File: src/mfsk_ola_pkg.sv
package mfsk_ola_pkg;

  localparam int SYMBOL_LEN_DEF = 512;
  localparam int QUEUE_DEPTH    = 2;
  localparam int CFG_IDX_W      = 3;
  localparam int CFG_DATA_W     = 10;

  localparam logic [8:0] FIRST_CARRIER_RST      = 9'd64;
  localparam logic [6:0] CARRIER_SEPARATION_RST = 7'd4;
  localparam logic [9:0] SYMBOL_SEPARATION_RST  = 10'd256;
  localparam logic       USE_GRAY_CODE_RST      = 1'b1;
  localparam logic       PHASE_DIFFER_RST       = 1'b1;

  localparam longint unsigned TWO_PI_Q30 = 64'd6746518852;
  localparam longint unsigned Q30_ONE    = 64'd1073741824;

  typedef enum logic [1:0] {
    OP_LOAD = 2'd0,
    OP_SEND = 2'd1,
    OP_TAKE = 2'd2,
    OP_NOP  = 2'd3
  } op_t;

  typedef enum logic [CFG_IDX_W-1:0] {
    CFG_FIRST_CARRIER      = 3'd0,
    CFG_CARRIER_SEPARATION = 3'd1,
    CFG_SYMBOL_SEPARATION  = 3'd2,
    CFG_USE_GRAY_CODE      = 3'd3,
    CFG_PHASE_DIFFER       = 3'd4
  } cfg_idx_t;

  typedef enum logic [3:0] {
    BK_CLEAR,
    BK_IDLE,
    BK_STEP,
    BK_SETUP,
    BK_RUN,
    BK_DRAIN,
    BK_FINISH,
    BK_TAKE,
    BK_RESULT
  } bk_state_t;

  typedef struct packed {
    logic [1:0]         opcode;
    logic [7:0]         symbol;
    logic               random_bit;
    logic [8:0]         window_index;
    logic signed [15:0] window_value;
  } in_item_t;

  typedef struct packed {
    logic signed [15:0] sample;
    logic               sample_valid;
  } out_item_t;

  typedef struct packed {
    logic [8:0] first_carrier;
    logic [6:0] carrier_separation;
    logic [9:0] symbol_separation;
    logic       use_gray_code;
    logic       phase_differ;
  } cfg_t;

  typedef struct packed {
    op_t                op;
    logic [15:0]        tone;
    logic               random_bit;
    logic [8:0]         window_index;
    logic signed [15:0] window_value;
  } cmd_t;

  function automatic longint unsigned div_small(input longint unsigned x,
                                                input longint unsigned d);
    longint unsigned q;
    case (d)
      64'd2:   q = x / 2;
      64'd3:   q = x / 3;
      64'd4:   q = x / 4;
      64'd5:   q = x / 5;
      64'd6:   q = x / 6;
      64'd7:   q = x / 7;
      64'd8:   q = x / 8;
      64'd9:   q = x / 9;
      64'd10:  q = x / 10;
      64'd11:  q = x / 11;
      64'd12:  q = x / 12;
      64'd13:  q = x / 13;
      64'd14:  q = x / 14;
      64'd15:  q = x / 15;
      64'd16:  q = x / 16;
      64'd17:  q = x / 17;
      64'd18:  q = x / 18;
      64'd19:  q = x / 19;
      64'd20:  q = x / 20;
      64'd21:  q = x / 21;
      64'd22:  q = x / 22;
      default: q = x;
    endcase
    return q;
  endfunction

  // First-quadrant cos (odd=0) or sin (odd=1) magnitude in Q15, 11-term Taylor in Q30.
  function automatic logic [15:0] rom_quarter(input int unsigned r,
                                              input int unsigned log_n,
                                              input bit odd);
    longint unsigned a;
    longint unsigned t;
    longint unsigned d;
    longint unsigned v;
    longint          s;
    a = (longint'(r) * TWO_PI_Q30) >> log_n;
    t = odd ? a : Q30_ONE;
    d = odd ? 64'd2 : 64'd1;
    s = longint'(t);
    for (int k = 0; k < 10; k++) begin
      t = div_small((t * a) >> 30, d);
      d = d + 1;
      t = div_small((t * a) >> 30, d);
      d = d + 1;
      if (k[0]) s = s + longint'(t);
      else      s = s - longint'(t);
    end
    if (s < 0) s = 0;
    v = (longint'(s) + 64'd16384) >> 15;
    if (v > 64'd32768) v = 64'd32768;
    return 16'(v);
  endfunction

endpackage

File: src/mfsk_ola_front.sv
module mfsk_ola_front (
  input  logic                                    clk,
  input  logic                                    rst_n,
  input  logic                                    in_valid,
  output logic                                    in_stall,
  input  mfsk_ola_pkg::in_item_t                  in_item,
  input  logic                                    cfg_we,
  input  logic [mfsk_ola_pkg::CFG_IDX_W-1:0]      cfg_index,
  input  logic [mfsk_ola_pkg::CFG_DATA_W-1:0]     cfg_wdata,
  input  logic                                    clearing,
  input  logic                                    q_full,
  output logic                                    q_push,
  output mfsk_ola_pkg::cmd_t                      q_data,
  output mfsk_ola_pkg::cfg_t                      cfg
);

  mfsk_ola_pkg::cfg_t cfg_r, cfg_nxt;
  logic [7:0]         sym_code;
  logic [15:0]        tone_step;

  always_comb begin
    cfg_nxt = cfg_r;
    if (cfg_we) begin
      unique case (mfsk_ola_pkg::cfg_idx_t'(cfg_index))
        mfsk_ola_pkg::CFG_FIRST_CARRIER:      cfg_nxt.first_carrier      = cfg_wdata[8:0];
        mfsk_ola_pkg::CFG_CARRIER_SEPARATION: cfg_nxt.carrier_separation = cfg_wdata[6:0];
        mfsk_ola_pkg::CFG_SYMBOL_SEPARATION:  cfg_nxt.symbol_separation  = cfg_wdata[9:0];
        mfsk_ola_pkg::CFG_USE_GRAY_CODE:      cfg_nxt.use_gray_code      = cfg_wdata[0];
        mfsk_ola_pkg::CFG_PHASE_DIFFER:       cfg_nxt.phase_differ       = cfg_wdata[0];
        default: ;
      endcase
    end
  end

  always_ff @(posedge clk) begin
    if (!rst_n) begin
      cfg_r.first_carrier      <= mfsk_ola_pkg::FIRST_CARRIER_RST;
      cfg_r.carrier_separation <= mfsk_ola_pkg::CARRIER_SEPARATION_RST;
      cfg_r.symbol_separation  <= mfsk_ola_pkg::SYMBOL_SEPARATION_RST;
      cfg_r.use_gray_code      <= mfsk_ola_pkg::USE_GRAY_CODE_RST;
      cfg_r.phase_differ       <= mfsk_ola_pkg::PHASE_DIFFER_RST;
    end else begin
      cfg_r <= cfg_nxt;
    end
  end

  // symbol -> tone index
  always_comb begin
    sym_code  = cfg_r.use_gray_code ? (in_item.symbol ^ (in_item.symbol >> 1))
                                    : in_item.symbol;
    tone_step = {9'd0, cfg_r.carrier_separation} * {8'd0, sym_code};
    q_data.op           = mfsk_ola_pkg::op_t'(in_item.opcode);
    q_data.tone         = {7'd0, cfg_r.first_carrier} + tone_step;
    q_data.random_bit   = in_item.random_bit;
    q_data.window_index = in_item.window_index;
    q_data.window_value = in_item.window_value;
  end

  assign in_stall = q_full | clearing;
  assign q_push   = in_valid & ~in_stall;
  assign cfg      = cfg_r;

endmodule

File: config.mk
export PLATFORM = sky130hd
export DESIGN_NAME = mfsk_ola_front
export DESIGN_NICKNAME = d
export VERILOG_FILES = /design/src/mfsk_ola_pkg.sv /design/src/mfsk_ola_front.sv
export SDC_FILE = /design/constraint.sdc
export NUM_CORES = 1
export LEC_CHECK = 0
export BUFFER_PORTS_ARGS = -buffer_cell sky130_fd_sc_hd__buf_2
export CORE_MARGIN = 2
export CORE_UTILIZATION = 50
export DETAILED_ROUTE_END_ITERATION = 7
export GPL_TIMING_DRIVEN = 0
export PLACE_DENSITY_LB_ADDON = 0.2
export SLEW_MARGIN = 20
export SYNTH_ARGS = -nofsm -noshare
export SYNTH_HDL_FRONTEND = slang
export SYNTH_SLANG_ARGS = --single-unit
File: constraint.sdc
create_clock -name clk -period 12.3 [get_ports clk]
set_input_delay 3.69 -clock clk [delete_from_list [all_inputs] [get_ports clk]]
set_output_delay 3.69 -clock clk [all_outputs]
set_load 0.02 [all_outputs]
======== Word level (Yosys, flattened, before mapping) ========
Index checks and enable logic that the tools add are counted.
word-level totals
  bits in registers ....................... 28
  word-level logic and storage cells ...... 22
  input bits .............................. 55
operators by class
  mux-type cells .......................... 1
  $mul .................................... 1
  $add $sub $neg .......................... 1
  equal/unequal tests ..................... 4
  bitwise operators ....................... 4
  reduce and logical (&&, ||, !) cells .... 6
operator list
  operator                                                          number
  9-bit by 15-bit adder with 16-bit output                          1
  7-bit by 8-bit multiplier with 15-bit output                      1
  2-bit AND reduction                                               5
  8-bit 2-to-1 mux                                                  1
  8-bit by 7-bit bitwise XOR with 8-bit output                      1
  3-bit by 2-bit == test with 1-bit output (second input constant)  2
  3-bit by 1-bit == test with 1-bit output (second input constant)  1
  3-bit == test (second input constant)                             1
  3-bit logical NOT                                                 1
  1-bit bitwise AND                                                 1
  1-bit NOT                                                         1
  1-bit bitwise OR                                                  1

======== Logic depth before layout (Yosys ltp) ========
  depth in word-level cells ............... 4
  gate-level depth with buffers ........... 18
  gate-level depth less buffers ........... 17

======== Least setup slack after synthesis ========
Ideal clock, no wire load.
  kind .................................... input to output
  from .................................... in in_item[32] (netlist bit)
  to ...................................... out q_data[40] (netlist bit)
  buffers on the path ..................... 0
  required time ........................... 8.610 ns
  slack ................................... 0.955 ns
  arrival ................................. 7.655 ns
  cell stages on the path ................. 16
  cells stage by stage .................... nand2_1 xnor2_1 and2_1 fa_1 inv_1 fa_1 inv_1 fa_1 inv_1 fa_1 inv_1 ha_1 o211ai_2 a32oi_2 a31oi_1 xnor2_1
RTL lines
  item                RTL line              RTL
  start: declaration  mfsk_ola_front.sv:6   input mfsk_ola_pkg::in_item_t in_item,
  end: declaration    mfsk_ola_front.sv:13  output mfsk_ola_pkg::cmd_t q_data,

==> flow_summary.toml <==
[detailed_routing]
drt-total-wl_um = 7780
drtPass1Iterations = 4
viasPerCell = 4.92
wl_per_cell_um = 12.5
vias = 3064
drc = 0
drt_iter0_drc = 90
final_antenna_net_count = 0

[synth]
synth_common_cells = "nand2_1, inv_1, ha_1"
synthArstFlopShare = 0
yosysTopAreaCell = "fa_1"
mappedNetlistNets = 556
netlist_top_cells_area = "fa_1, dfxtp_1, ha_1"
avgSynthCellArea_um2 = 8.49
synthesis.area_um2 = 3600
yosysMostFrequentCell = "nand2_1"
ys_seq_area_frac = 0.156
syn_inst = 424
synth_edf_count = 0
ys_ff_latch = 28
postSynth.topFlopCell = "dfxtp_1"
synth_top_cell_area_share = 0.211
ys_types = 42
yosysWarningCount = 0

[cells_and_area]
n_antenna_cell = 0
largest_reg_flops = 28
seqCellArea_um2 = 561
layout.nets = 660
fin_cells = 623
layout-drive-gt1-share = 0.269
area.growth.synth_to_final_pct = 18.6
fillers = 654
multi_input_area_um2 = 2540

[power_and_ir_drop]
power.density_nw_per_um2 = 68.1
p_leak_nw = 2.26
peakVddDrop_mv = 0.0715
p_seq_frac = 0.326
power_frac_comb = 0.483
pwr-share-clk = 0.192
internal_power_w = 0.000177
switching_share = 0.390
switchingPower_w = 0.000114

[die]
boundaryPins = 129
die_h_um = 88.8
die_area_um2 = 7890
rows = 30
die_x_um = 88.8
coreArea_um2 = 6870
start_util = 0.524

[worst_setup_path]
arrival_ns = 8.27
crit_path_max_fanout = 7
cp_slowest_cell = "xnor2_1"
crit_top_cell = "fa_1"
end_kind = "output port"
slowest_delay_ns = 0.58
critical_path_required_ns = 8.61
path_cells = "buf_2 > nand2_1 > xnor2_1 > and2_1 > fa_1 > fa_1 > fa_1 > inv_1 > fa_1 > inv_1 > ha_1 > o21a_1 > o21ai_1 > a32oi_2 > or4_1 > nand3_1 > buf_2"
start_kind = "input pin"
path_class = "input pin to output port"

[placement]
routabilityCongestion = 0.829
dp_hpwl_um = 6620
io_buffers = 99
dp.cells = 619

[grt]
grt_pass1_wl_um = 12500
grt_pass1_vias = 2742
gr-total-overflow = 0
grt_max_degree = 16
grt_use_total = 0.198
antenna_found_initial = 0

[timing]
slew_viol_final = 0
rsz0062_at_grt = "no"
finalSetupViolations = 0
hold_viol = 0
fmax_mhz = 83.6
slew_headroom = 0.527
skew_ns = 0
final.setup.tns_ns = 0
period_needed_ns = 11.96
tightest_slew_ns = 0.704
finalCritPeriodShare = 0.972

[clock_network]
post_cts_buffers = 0
clockBufferDepth = 2
cts_root_buf = "clkbuf_8"
post_cts_resized = 0
numCtsBuffers = 3
cts_tree = "done"
clk_latency_ns = 0.27
h-tree-depth = 1
clk_pin_slew_worst_paths_ns = 0.09
cts.sinks = 28
hold_buffers = 0

[worst_hold_path]
hold_class = "flop to flop"

[flow_run]
cap_violations = 0

[run_status]
status = "completed"
[critical path: cells and delay by family]
kind	cells	cell delay, ns
and+or+nand+nor	4	0.85
buffers and inverters	4	0.35
adders and majority gates	5	2.39
xor gates and xnor gates	1	0.58
AOI/OAI and AO/OA	3	0.39
[layer usage]
layer	vias up	GRT usage	part of all wire
met5	-	0	0
met4	0	0.0317	0.0099
met3	8	0.0261	0.059
met2	100	0.341	0.50
met1	1451	0.271	0.43
li1	1505	-	-
[placed cells by master, fill, tap and decap left out, types with 2 or more instances in the layout]
cell        n
a21boi_1   17
a21oi_1     7
and2_1     28
and3_1      2
buf_2     101
buf_4      28
clkbuf_1   10
clkbuf_8    4
dfxtp_1    28
fa_1       38
ha_1       39
inv_1      63
mux2i_1     9
nand2_1    77
nand3_1     8
nand4_1     3
nor2_1      6
nor2b_1    13
nor3_1      2
o21a_1      2
o21ai_1     3
o41ai_2     2
xnor2_1    15
xor2_1      3
[final timing paths]
path / endpoint / cells after the start / startpoint / slack [ns]
max reg2reg: cfg[15] / 3 / cfg[15] / 11.22
max: q_data[38] / 17 / in_item[30] / 0.34
min reg2reg: cfg[2] / 2 / cfg[2] / 0.45
min: cfg[2] / 2 / cfg[2] / 0.45
[power by group through the flow]
stage	Clock (W)	Sequential [W]	Combinational [W]
3_3_place_gp	0	0.0000967	0.000138
5_1_grt	0.0000604	0.0000950	0.000157
6_report	0.0000557	0.0000947	0.000140
3_5_place_dp	0	0.0000968	0.000141
4_1_cts	0.0000574	0.0000947	0.000142
2_1_floorplan	0	0.0000987	0.000102
[metrics by stage]
| step | setup WS (ns) | hold slack, ns | power (W) | util | instance area, um^2 |
|---|---|---|---|---|---|
| after CTS | 0.338 | 0.455 | 0.000294 | 0.621 | 4270 |
| after global routing | 0.0888 | 0.469 | 0.000312 | 0.621 | 4270 |
| final | 0.345 | 0.453 | 0.000291 | 0.621 | 4270 |
| after floorplan | 0.955 | 0.533 | 0.000200 | - | 3600 |
| after global placement | 0.456 | 0.438 | 0.000235 | 0.613 | 4210 |
| after detailed placement | 0.341 | 0.442 | 0.000238 | 0.613 | 4210 |
[cell type report]
| cell class | instances | area share |
|---|---|---|
| Tap cell | 96 | 0.0281 |
| Inverter | 63 | 0.0554 |
| Clock buffer | 4 | 0.0129 |
| Buffer | 41 | 0.0613 |
| Sequential cell | 28 | 0.131 |
| Timing Repair Buffer | 99 | 0.116 |
| Multi-Input combinational cell | 292 | 0.595 |
[logic make-up (layout without fill, tap and decap cells)]
logic type      count (synthesis)  count (layout)  synth area share
compound gates                 40              40            0.0890
flops                          28              28             0.156
xor+xnor                       18              18            0.0438
mux                             9               9            0.0250
fa+ha+maj                      77              77             0.347
simple gates                  148             148             0.201
buf+inv                       104             207             0.138
Note: power is estimated with default switching activity, not from simulation.
