$ cat config.mk
export PLATFORM = sky130hd
export DESIGN_NAME = mfsk_ola_queue
export DESIGN_NICKNAME = d
export VERILOG_FILES = /design/src/mfsk_ola_pkg.sv /design/src/mfsk_ola_queue.sv
export SDC_FILE = /design/constraint.sdc
export NUM_CORES = 1
export LEC_CHECK = 0
export ABC_CLOCK_PERIOD_IN_PS = 5400
export BUFFER_PORTS_ARGS = -buffer_cell sky130_fd_sc_hd__buf_2
export CAP_MARGIN = 20
export CORE_ASPECT_RATIO = 1.75
export CORE_MARGIN = 2
export CORE_UTILIZATION = 55
export DETAILED_ROUTE_END_ITERATION = 8
export PLACE_DENSITY = 0.83
export SLEW_MARGIN = 10
export SYNTH_ARGS = -nofsm -noshare
export SYNTH_HDL_FRONTEND = slang
export SYNTH_SLANG_ARGS = --single-unit
$ cat constraint.sdc
create_clock -name clk -period 5.4 [get_ports clk]
set_clock_uncertainty 0.15 [all_clocks]
set_input_delay 0.27 -clock clk [delete_from_list [all_inputs] [get_ports clk]]
set_output_delay 0.27 -clock clk [all_outputs]
set_load 0.05 [all_outputs]
$ cat src/mfsk_ola_pkg.sv
package mfsk_ola_pkg;

  localparam int SYMBOL_LEN_DEF = 512;
  localparam int QUEUE_DEPTH    = 2;
  localparam int CFG_IDX_W      = 3;
  localparam int CFG_DATA_W     = 10;

  localparam logic [8:0] FIRST_CARRIER_RST      = 9'd64;
  localparam logic [6:0] CARRIER_SEPARATION_RST = 7'd4;
  localparam logic [9:0] SYMBOL_SEPARATION_RST  = 10'd256;
  localparam logic       USE_GRAY_CODE_RST      = 1'b1;
  localparam logic       PHASE_DIFFER_RST       = 1'b1;

  localparam longint unsigned TWO_PI_Q30 = 64'd6746518852;
  localparam longint unsigned Q30_ONE    = 64'd1073741824;

  typedef enum logic [1:0] {
    OP_LOAD = 2'd0,
    OP_SEND = 2'd1,
    OP_TAKE = 2'd2,
    OP_NOP  = 2'd3
  } op_t;

  typedef enum logic [CFG_IDX_W-1:0] {
    CFG_FIRST_CARRIER      = 3'd0,
    CFG_CARRIER_SEPARATION = 3'd1,
    CFG_SYMBOL_SEPARATION  = 3'd2,
    CFG_USE_GRAY_CODE      = 3'd3,
    CFG_PHASE_DIFFER       = 3'd4
  } cfg_idx_t;

  typedef enum logic [3:0] {
    BK_CLEAR,
    BK_IDLE,
    BK_STEP,
    BK_SETUP,
    BK_RUN,
    BK_DRAIN,
    BK_FINISH,
    BK_TAKE,
    BK_RESULT
  } bk_state_t;

  typedef struct packed {
    logic [1:0]         opcode;
    logic [7:0]         symbol;
    logic               random_bit;
    logic [8:0]         window_index;
    logic signed [15:0] window_value;
  } in_item_t;

  typedef struct packed {
    logic signed [15:0] sample;
    logic               sample_valid;
  } out_item_t;

  typedef struct packed {
    logic [8:0] first_carrier;
    logic [6:0] carrier_separation;
    logic [9:0] symbol_separation;
    logic       use_gray_code;
    logic       phase_differ;
  } cfg_t;

  typedef struct packed {
    op_t                op;
    logic [15:0]        tone;
    logic               random_bit;
    logic [8:0]         window_index;
    logic signed [15:0] window_value;
  } cmd_t;

  function automatic longint unsigned div_small(input longint unsigned x,
                                                input longint unsigned d);
    longint unsigned q;
    case (d)
      64'd2:   q = x / 2;
      64'd3:   q = x / 3;
      64'd4:   q = x / 4;
      64'd5:   q = x / 5;
      64'd6:   q = x / 6;
      64'd7:   q = x / 7;
      64'd8:   q = x / 8;
      64'd9:   q = x / 9;
      64'd10:  q = x / 10;
      64'd11:  q = x / 11;
      64'd12:  q = x / 12;
      64'd13:  q = x / 13;
      64'd14:  q = x / 14;
      64'd15:  q = x / 15;
      64'd16:  q = x / 16;
      64'd17:  q = x / 17;
      64'd18:  q = x / 18;
      64'd19:  q = x / 19;
      64'd20:  q = x / 20;
      64'd21:  q = x / 21;
      64'd22:  q = x / 22;
      default: q = x;
    endcase
    return q;
  endfunction

  // First-quadrant cos (odd=0) or sin (odd=1) magnitude in Q15, 11-term Taylor in Q30.
  function automatic logic [15:0] rom_quarter(input int unsigned r,
                                              input int unsigned log_n,
                                              input bit odd);
    longint unsigned a;
    longint unsigned t;
    longint unsigned d;
    longint unsigned v;
    longint          s;
    a = (longint'(r) * TWO_PI_Q30) >> log_n;
    t = odd ? a : Q30_ONE;
    d = odd ? 64'd2 : 64'd1;
    s = longint'(t);
    for (int k = 0; k < 10; k++) begin
      t = div_small((t * a) >> 30, d);
      d = d + 1;
      t = div_small((t * a) >> 30, d);
      d = d + 1;
      if (k[0]) s = s + longint'(t);
      else      s = s - longint'(t);
    end
    if (s < 0) s = 0;
    v = (longint'(s) + 64'd16384) >> 15;
    if (v > 64'd32768) v = 64'd32768;
    return 16'(v);
  endfunction

endpackage

$ cat src/mfsk_ola_queue.sv
module mfsk_ola_queue (
  input  logic               clk,
  input  logic               rst_n,
  input  logic               push,
  input  mfsk_ola_pkg::cmd_t push_data,
  output logic               full,
  input  logic               pop,
  output mfsk_ola_pkg::cmd_t pop_data,
  output logic               empty
);

  localparam int PW = $clog2(mfsk_ola_pkg::QUEUE_DEPTH);
  localparam int CW = $clog2(mfsk_ola_pkg::QUEUE_DEPTH + 1);
  localparam logic [CW-1:0] DEPTH_C = CW'(mfsk_ola_pkg::QUEUE_DEPTH);

  mfsk_ola_pkg::cmd_t mem_r [mfsk_ola_pkg::QUEUE_DEPTH];
  logic [PW-1:0]      wr_ptr_r, wr_ptr_nxt;
  logic [PW-1:0]      rd_ptr_r, rd_ptr_nxt;
  logic [CW-1:0]      count_r, count_nxt;
  logic               do_push, do_pop;

  assign full     = (count_r == DEPTH_C);
  assign empty    = (count_r == '0);
  assign do_push  = push & ~full;
  assign do_pop   = pop & ~empty;
  assign pop_data = mem_r[rd_ptr_r];

  always_comb begin
    wr_ptr_nxt = do_push ? wr_ptr_r + 1'b1 : wr_ptr_r;
    rd_ptr_nxt = do_pop  ? rd_ptr_r + 1'b1 : rd_ptr_r;
    count_nxt  = count_r;
    if (do_push && !do_pop)      count_nxt = count_r + 1'b1;
    else if (!do_push && do_pop) count_nxt = count_r - 1'b1;
  end

  always_ff @(posedge clk) begin
    if (!rst_n) begin
      wr_ptr_r <= '0;
      rd_ptr_r <= '0;
      count_r  <= '0;
    end else begin
      wr_ptr_r <= wr_ptr_nxt;
      rd_ptr_r <= rd_ptr_nxt;
      count_r  <= count_nxt;
    end
  end

  always_ff @(posedge clk) begin
    if (do_push) mem_r[wr_ptr_r] <= push_data;
  end

endmodule

# Yosys cells after proc, flatten, opt, wreduce, memory -nomap -nowiden
# Memory sizes are Yosys's and may differ from the RTL's. A register that Yosys moved wholly into a read port is not among the register bits.
# Index checks and enable logic that the tools add are counted.
[totals]
register_bits = 4
mem_bits_rw = 88
in_bits = 48
out_inout_bits = 46
wordCells = 25
memories = 1
[mem_list]
columns = ["name", "words", "word_bits", "rd", "rd_clocked_by_memory_dff", "wr", "line", "text"]
rows = [
  ["mem_r", 2, 44, 1, 1, 1, "mfsk_ola_queue.sv:16", "mfsk_ola_pkg::cmd_t mem_r [mfsk_ola_pkg::QUEUE_DEPTH];"],
]
[classes]
n_addsub = 4
n_eq_ne = 1
muxes = 6
bitwise_logic = 4
n_reduce_logical = 6
[op_table]
columns = ["op", "count"]
rows = [
  ["two-way mux 1 bit", 4],
  ["two-way mux 2 bit", 2],
  ["adder 1 bit, second input constant", 2],
  ["adder 2 x 1 -> 2 bit, second input constant", 1],
  ["AND 1 bit", 2],
  ["equality test 2 bit, second input constant", 1],
  ["logical AND 1 bit", 2],
  ["zero test 1 bit", 2],
  ["zero test 2 bit", 1],
  ["NOT 1 bit", 2],
  ["nonzero test 2 bit", 1],
  ["subtractor 2 x 1 -> 2 bit, second input constant", 1],
]

# Logic depth before layout (Yosys ltp)
# Gate-level depths: netlist of run 1.
[depth]
ltp_word = 7
ltp_mapped = 7
mapped_depth_nobuf = 7

# Worst setup path before layout of run 1
# No wires, ideal clock.
[synth_timing]
path_kind = "reg2reg"
from = "reg count_r[0]"
to = "mem mem_r[0][0] (netlist name), enable pin"
t_arrival_ns = 2.449
t_required_ns = 4.811
slack_ns = 2.361
path_stages_with_launch = 4
n_path_buf = 0
synth_period_minus_slack_ns = 3.039
path_cell_list = "dfxtp_1 nand2b_1 inv_2 nor3_2"
[synth_via]
elab_chain_cells = 5
[synth_lines]
columns = ["element", "line", "text"]
rows = [
  ["start: declaration", "mfsk_ola_queue.sv:19", "logic [CW-1:0] count_r, count_nxt;"],
  ["start signal: assignment", "mfsk_ola_queue.sv:44", "count_r <= count_nxt;"],
  ["equality test 2 bit", "mfsk_ola_queue.sv:22", "assign full = (count_r == DEPTH_C);"],
  ["named net full", "mfsk_ola_queue.sv:6", "output logic full,"],
  ["NOT 1 bit", "mfsk_ola_queue.sv:24", "assign do_push = push & ~full;"],
  ["AND 1 bit", "mfsk_ola_queue.sv:24", ""],
  ["two-way mux 1 bit", "mfsk_ola_queue.sv:49", "if (do_push) mem_r[wr_ptr_r] <= push_data;"],
  ["two-way mux 1 bit (implied by the code)", "mfsk_ola_queue.sv:49", ""],
  ["end: declaration", "mfsk_ola_queue.sv:16", ""],
]
# The timed path passes the listed nets, and every way through them passes these cells.

==> results.txt, run 1 <==
DRT iter0 DRCs = 78
DRC = 0
Die area = 0.006865 mm^2
Max frequency = 0.4043 GHz
Mapped Avg Cell Area = 21.03 um^2
Top-area cell type share of the netlist area = 0.7756
CP required = 4.98 ns
Area Growth Syn to Fin = 34.85%
CP startpoint kind = register
Pleak = 1.737 nW
Rows = 38
Critical Path Sink Type = output port
Period minus WS final = 2.474 ns
Inst Count DP = 331
Worst-margin pin slew = 1.041 ns
Total clock sinks = 93
Util after Layout = 0.7549
Num CTS Buffers = 9
Postcts setup bufs = 0
Hold EP = count_r[0]$_SDFFE_PN0P_
GRT Util Overall = 0.2033
Post-synthesis sequential area ratio = 0.8050
Hold-critical path depth = 2
Crit Path Category = register to output port
Wire per inst = 16.54 um
CTS root buf = clkbuf_8
RSZ-0062 raised after global routing = false
Mapped cell area = 0.003407 mm^2
Layout cell share with drive strength beyond 1 = 0.5048
WP data arrival = 2.05 ns
R2r setup slk = 3.08 ns
DR pass1 iterations = 4
H-tree depth reported by CTS = 3
Total negative slack = 0 ns
Initial antenna violation count = 0
CP Max Fanout = 44
Final hold vios = 0
CP Cell Sequence = mux2_2 -> buf_2
Hold wc startpoint = rst_n
Final Max Tran Viols = 0
Slew Limit Headroom = 0.3062
Core ar. = 0.006086 mm^2
Slowest-stage cell, CP = dfxtp_2
CTS tree = yes
Final setup violation count = 0
Top cells by area in the synthesized netlist = edfxtp_1 (78%), mux2_2 (15%), dfxtp_1 (2.9%), buf_4 (0.88%), and2_1 (0.55%)
Ant diodes = 0
Main combinational cell family by area after synthesis = multiplexers
Die Y = 108.1 um
Initial core utilization = 0.5598
Final critical-path share of the clock period = 0.4581
Hold crit path type = primary input to register
Adder-cell share of the synthesized area = 0.003672
Slowest stage delay, CP = 1.03 ns
Max-cap violations = 0
Clock transition at path regs = 0.09 ns
Vias in the first global route = 2137
Io pins = 94
I/O Buffers = 93
R2R Path Start = count_r[0]$_SDFFE_PN0P_
Simple-Gate Fraction of Synth Area = 0.01616
HPWL after DPL = 3598 um
Post-synthesis mux area share = 0.1454
Routed WL = 6469 um
Overflow after GRT = 0
Area fraction in compound gates after synthesis = 0.009548
Largest net degree at the start of global routing = 45
Yosys warnings = 0
#FFs+latches synth = 93
Detail Route Antenna Nets = 0
Die width = 63.50 um
Post-synthesis cell count = 162
XOR/XNOR Fraction of Synth Area = 0.007712
Yosys cell types = 21
Cell Count, Final, Fillers Out = 391
Placer Congestion = 0.7117
Power per cell area = 494.0 mW/mm^2
Worst hold margin = 0.03467 ns
Status = finished, final reports clean
Total number of vias = 1964
Max IR drop VDD = 0.0003817 V
R2r endpoint = mem_r[0][12]$_DFFE_PP_
Maximum clock path buffer count = 2
Fin nets = 355
Vias/cell = 5.023
Reg2Reg Depth = 4
First-pass GRT wire length = 9901 um
Worst skew pair latency = 0.36 ns
Post-synthesis net count = 211
Cell taking the most area after synthesis = edfxtp_1
==> metrics by stage <==
step,area [um^2],worst slack (ns),power (W)
final,4594,2.926,0.002269
after global routing,4594,2.785,0.002358
after CTS,4594,2.882,0.002276
after detailed placement,3954,3.087,0.001802
after global placement,3954,3.159,0.001787
after floorplan,3407,2.361,0.001632
==> Yosys cell counts <==
cell and n:
nor2_1 2, nand2b_1 1, and3_1 1, nor3_2 1, mux2_2 44, dfxtp_1 5
a21boi_0 1, or3_1 1, edfxtp_1 88, buf_4 4, xor2_1 1, xnor2_1 2
o21a_1 1, and2_1 3, a21boi_1 1, ha_1 1, inv_2 1, inv_1 1
buf_2 1, o21ai_1 1, o21ai_0 1
==> layer usage <==
layer  wire length (um)  vias up  part of all wire  track usage
met4                188        0             0.029       0.1351
met1               2286      949              0.35       0.2083
met2               3674       81              0.57       0.3602
li1                   -      918                 -            -
met3                320       16             0.049      0.05203
met5                  0        -                 0            0
==> worst max-delay path by stage <==
| stage | from | to | depth (start not counted) |
|---|---|---|---|
| 2_1_floorplan | count_r[0]$_SDFFE_PN0P_ | mem_r[0][0]$_DFFE_PP_ | 3 |
| 3_3_place_gp | count_r[0]$_SDFFE_PN0P_ | mem_r[0][3]$_DFFE_PP_ | 4 |
| 3_5_place_dp | count_r[0]$_SDFFE_PN0P_ | mem_r[0][33]$_DFFE_PP_ | 4 |
| 4_1_cts | register | pop_data[9] | 2 |
| 5_1_grt | register | pop_data[22] | 2 |
| 6_report | register | pop_data[22] | 2 |
==> cell type report <==
| type | count | area [um^2] |
|---|---|---|
| clock buffers | 11 | 141.4 |
| well taps | 80 | 100.1 |
| clock inverters | 5 | 58.81 |
| repair buffers | 138 | 913.4 |
| fillers | 386 | 1491 |
| flip-flops and latches | 93 | 2744 |
| multi-input cells | 62 | 629.4 |
| inverters | 2 | 7.507 |
==> power breakdown <==
part | switching (W) | leakage [nW] | internal (W)
logic | 0.000579 | 0.778 | 0.000253
clock network | 0.000227 | 0.0959 | 0.000227
registers | 0.0000746 | 0.863 | 0.000908
total | 0.000881 | 1.74 | 0.00139
==> worst max-delay path, delay by kind of cell, from the launching register on <==
| family | cells | cell delay [ns] |
|---|---|---|
| multiplexers | 1 | 0.44 |
| buffers and inverters | 1 | 0.22 |
| flip-flops | 1 | 1.03 |
==> cell usage in the layout (no fill, tap or decap) <==
master | netlist | final
buf_2 | 1 | 93
edfxtp_1 | 88 | 88
mux2_2 | 44 | 44
dlygate4sd3_1 | 0 | 44
clkbuf_8 | 0 | 10
dfxtp_1 | 5 | 4
and2_1 | 3 | 3
nor2_1 | 2 | 2
xnor2_1 | 2 | 2
clkinvlp_4 | 0 | 2
inv_1 | 1 | 1
nand2b_1 | 1 | 1
inv_2 | 1 | 1
o21ai_1 | 1 | 1
and3_2 | 0 | 1
nor3_4 | 0 | 1
a21boi_0 | 1 | 1
o21a_1 | 1 | 1
xor2_1 | 1 | 1
o21ai_0 | 1 | 1
or3_1 | 1 | 1
a21boi_1 | 1 | 1
ha_1 | 1 | 1
dfxtp_2 | 0 | 1
inv_6 | 0 | 1
clkinv_2 | 0 | 1
bufinv_16 | 0 | 1
clkbuf_1 | 0 | 1
buf_4 | 4 | 1
==> what timing repair did <==
action,CTS,global route
hold buffers,44,0
endpoints found under the setup margin,0,0
endpoints found under the hold margin,88,0
gates resized for setup,0,0
==> kinds of logic after synthesis <==
kind of cell / count (synthesis)
buf+inv: 7
mux: 44
flops: 93
fa+ha+maj: 1
compound gates: 5
xor+xnor: 3
simple gates: 9
==> state kept, by name, summed over array words and instances (netlist names), named ones only <==
signal / cells
count_r: 2
mem_r: 88
rd_ptr_r: 1
wr_ptr_r: 1
(Power assumes the default switching activity.)
==> run 2: changes to the inputs <==
--- a/config.mk
+++ b/config.mk
@@ -5,14 +5,14 @@
 export SDC_FILE = /design/constraint.sdc
 export NUM_CORES = 1
 export LEC_CHECK = 0
-export ABC_CLOCK_PERIOD_IN_PS = 5400
+export ABC_CLOCK_PERIOD_IN_PS = 2570
 export BUFFER_PORTS_ARGS = -buffer_cell sky130_fd_sc_hd__buf_2
 export CAP_MARGIN = 20
 export CORE_ASPECT_RATIO = 1.75
 export CORE_MARGIN = 2
-export CORE_UTILIZATION = 55
+export CORE_UTILIZATION = 51
 export DETAILED_ROUTE_END_ITERATION = 8
-export PLACE_DENSITY = 0.83
+export PLACE_DENSITY = 0.78
 export SLEW_MARGIN = 10
 export SYNTH_ARGS = -nofsm -noshare
 export SYNTH_HDL_FRONTEND = slang
==> constraint.sdc (replaced) <==
create_clock -name clk -period 2.57 [get_ports clk]
set_clock_uncertainty 0.15 [all_clocks]
set_input_delay 0.1285 -clock clk [delete_from_list [all_inputs] [get_ports clk]]
set_output_delay 0.1285 -clock clk [all_outputs]
set_load 0.05 [all_outputs]
==> results.txt, run 2 (same netlist as run 1, synthesis figures left out) <==
Placer Congestion = 0.7415
Hold EP = wr_ptr_r$_SDFFE_PN0P_
Crit Path Category = register to output port
Area Growth Syn to Fin = 39.59%
Buf/Inv on CP = 2
R2r endpoint = mem_r[1][25]$_DFFE_PP_
Vias in the first global route = 2001
Hold Buf Count CTS = 45
DRT iter0 DRCs = 145
Pleak = 1.820 nW
Pint = 0.003303 W
Die width = 65.79 um
Critical Path Sink Type = output port
Total power = 0.005156 W
Hold-critical path depth = 3
Largest register FFs = 88
Core ar. = 0.006490 mm^2
Initial core utilization = 0.5250
Top cell family by delay on the critical path = buffers and inverters
Power share of the combinational group = 0.360
Leading cell type in the layout, fill and taps excluded = buf_2
Power per cell area = 1084 mW/mm^2
H-tree depth reported by CTS = 3
Layout cell share with drive strength beyond 1 = 0.5032
Final critical-path share of the clock period = 0.7184
Crit. path cell count = 3
Postcts setup bufs = 0
Max IR drop VDD = 0.0008894 V
Hold crit path type = primary input to register
Num CTS Buffers = 9
Status = finished, final reports clean
Post_cts resized = 0
DR pass1 iterations = 4
Wire per inst = 15.55 um
CP Max Fanout = 24
Io pins = 94
CTS tree = yes
Routed WL = 6187 um
I/O Buffers = 93
Worst-margin pin slew = 0.4070 ns
Max frequency = 0.5416 GHz
Sequential share of power = 0.381
First-pass GRT wire length = 9301 um
Largest net degree at the start of global routing = 32
Die area = 0.007376 mm^2
Slowest-stage cell, CP = mux2_2
Slew Limit Headroom = 0.7287
Total clock sinks = 93
Overflow after GRT = 0
Worst skew pair latency = 0.33 ns
Final Max Tran Viols = 0
Final hold vios = 0
CP Cell Sequence = buf_4 -> mux2_2 -> buf_2
Util after Layout = 0.7328
Hold wc startpoint = push
Initial antenna violation count = 0
Reg2Reg Depth = 3
Period minus WS final = 1.846 ns
Biggest regs = mem_r (88), count_r (2)
Top reg by flops = mem_r
Vias/cell = 4.877
Total number of vias = 1941
Fin nets = 360
Max-cap violations = 0
R2R Path Start = count_r[0]$_SDFFE_PN0P_
CP startpoint kind = register
HPWL after DPL = 3827 um
Clock transition at path regs = 0.06 ns
Detail Route Antenna Nets = 0
Maximum clock path buffer count = 2
CP required = 2.29 ns
RSZ-0062 raised after global routing = false
P_sw = 0.001853 W
Final setup violation count = 0
Ant diodes = 0
Sw Share = 0.3593
WP data arrival = 1.57 ns
Clock power share = 0.259
R2r setup slk = 0.79 ns
CTS root buf = clkbuf_16
Total negative slack = 0 ns
DRC = 0
Rows = 39
Die Y = 112.1 um
GRT Util Overall = 0.1762
Slowest stage delay, CP = 0.39 ns
Commonest cells after routing, fill and taps aside = buf_2 (93), edfxtp_1 (88), dlygate4sd3_1 (45), mux2_2 (44), clkbuf_16 (9)
run 2: cell types whose count changed in the layout (fill, tap and decap cells not counted), sizes merged:
cell and change:
clkinv +3, clkinvlp -2, clkbuf -1, bufinv +1
dlygate4sd3 +1, buf +4, inv -1
run 2: worst min-delay path, delay by kind of cell:
family | cells | cell delay (ns)
compound gates | 2 | 0.24
buf+inv | 1 | 0.10
run 2: worst max-delay path by stage:
stage                                        from                endpoint  slack (ns)
final                                    register            pop_data[31]        0.72
after global placement    count_r[0]$_SDFFE_PN0P_  mem_r[1][18]$_DFFE_PP_        0.82
after floorplan           count_r[0]$_SDFFE_PN0P_   mem_r[0][0]$_DFFE_PP_        0.22
after CTS                                register            pop_data[31]        0.70
after global routing                     register            pop_data[26]        0.66
after detailed placement  count_r[0]$_SDFFE_PN0P_  mem_r[1][25]$_DFFE_PP_        0.77
run 2: layout make-up:
type,count,area [um^2]
Timing Repair Buffer,143,965.9
Tap cell,82,102.6
Multi-Input combinational cell,62,629.4
Clock buffer,10,229.0
Sequential cell,93,2744
Fill cell,394,1734
Clock inverter,6,77.57
Inverter,2,7.507
run 2: per-layer routing:
metal  vias up  share of wire  GRT usage
met5         -              0          0
met4         0          0.034    0.09583
met3        15          0.056    0.06112
met2        58           0.54     0.3017
met1       940           0.37     0.1835
li1        928              -          -
run 2: per-stage QoR:
step / hold WS [ns] / cell area (um^2) / setup slack [ns] / instances
floorplan: 0.07737 / 3413 / 0.2177 / 162
global placement: 0.1673 / 3999 / 0.8188 / 337
detailed placement: 0.1692 / 3999 / 0.7709 / 337
CTS: 0.003485 / 4756 / 0.6964 / 398
global route: 0.01061 / 4756 / 0.6582 / 398
finish: 0.02713 / 4756 / 0.7236 / 398
run 2: power groups by stage:
stage,logic [W],registers (W),clock network [W]
global placement,0.00180,0.00199,0
floorplan,0.00145,0.00198,0
CTS,0.00187,0.00197,0.00137
finish,0.00185,0.00197,0.00134
detailed placement,0.00181,0.00200,0
global route,0.00194,0.00198,0.00143
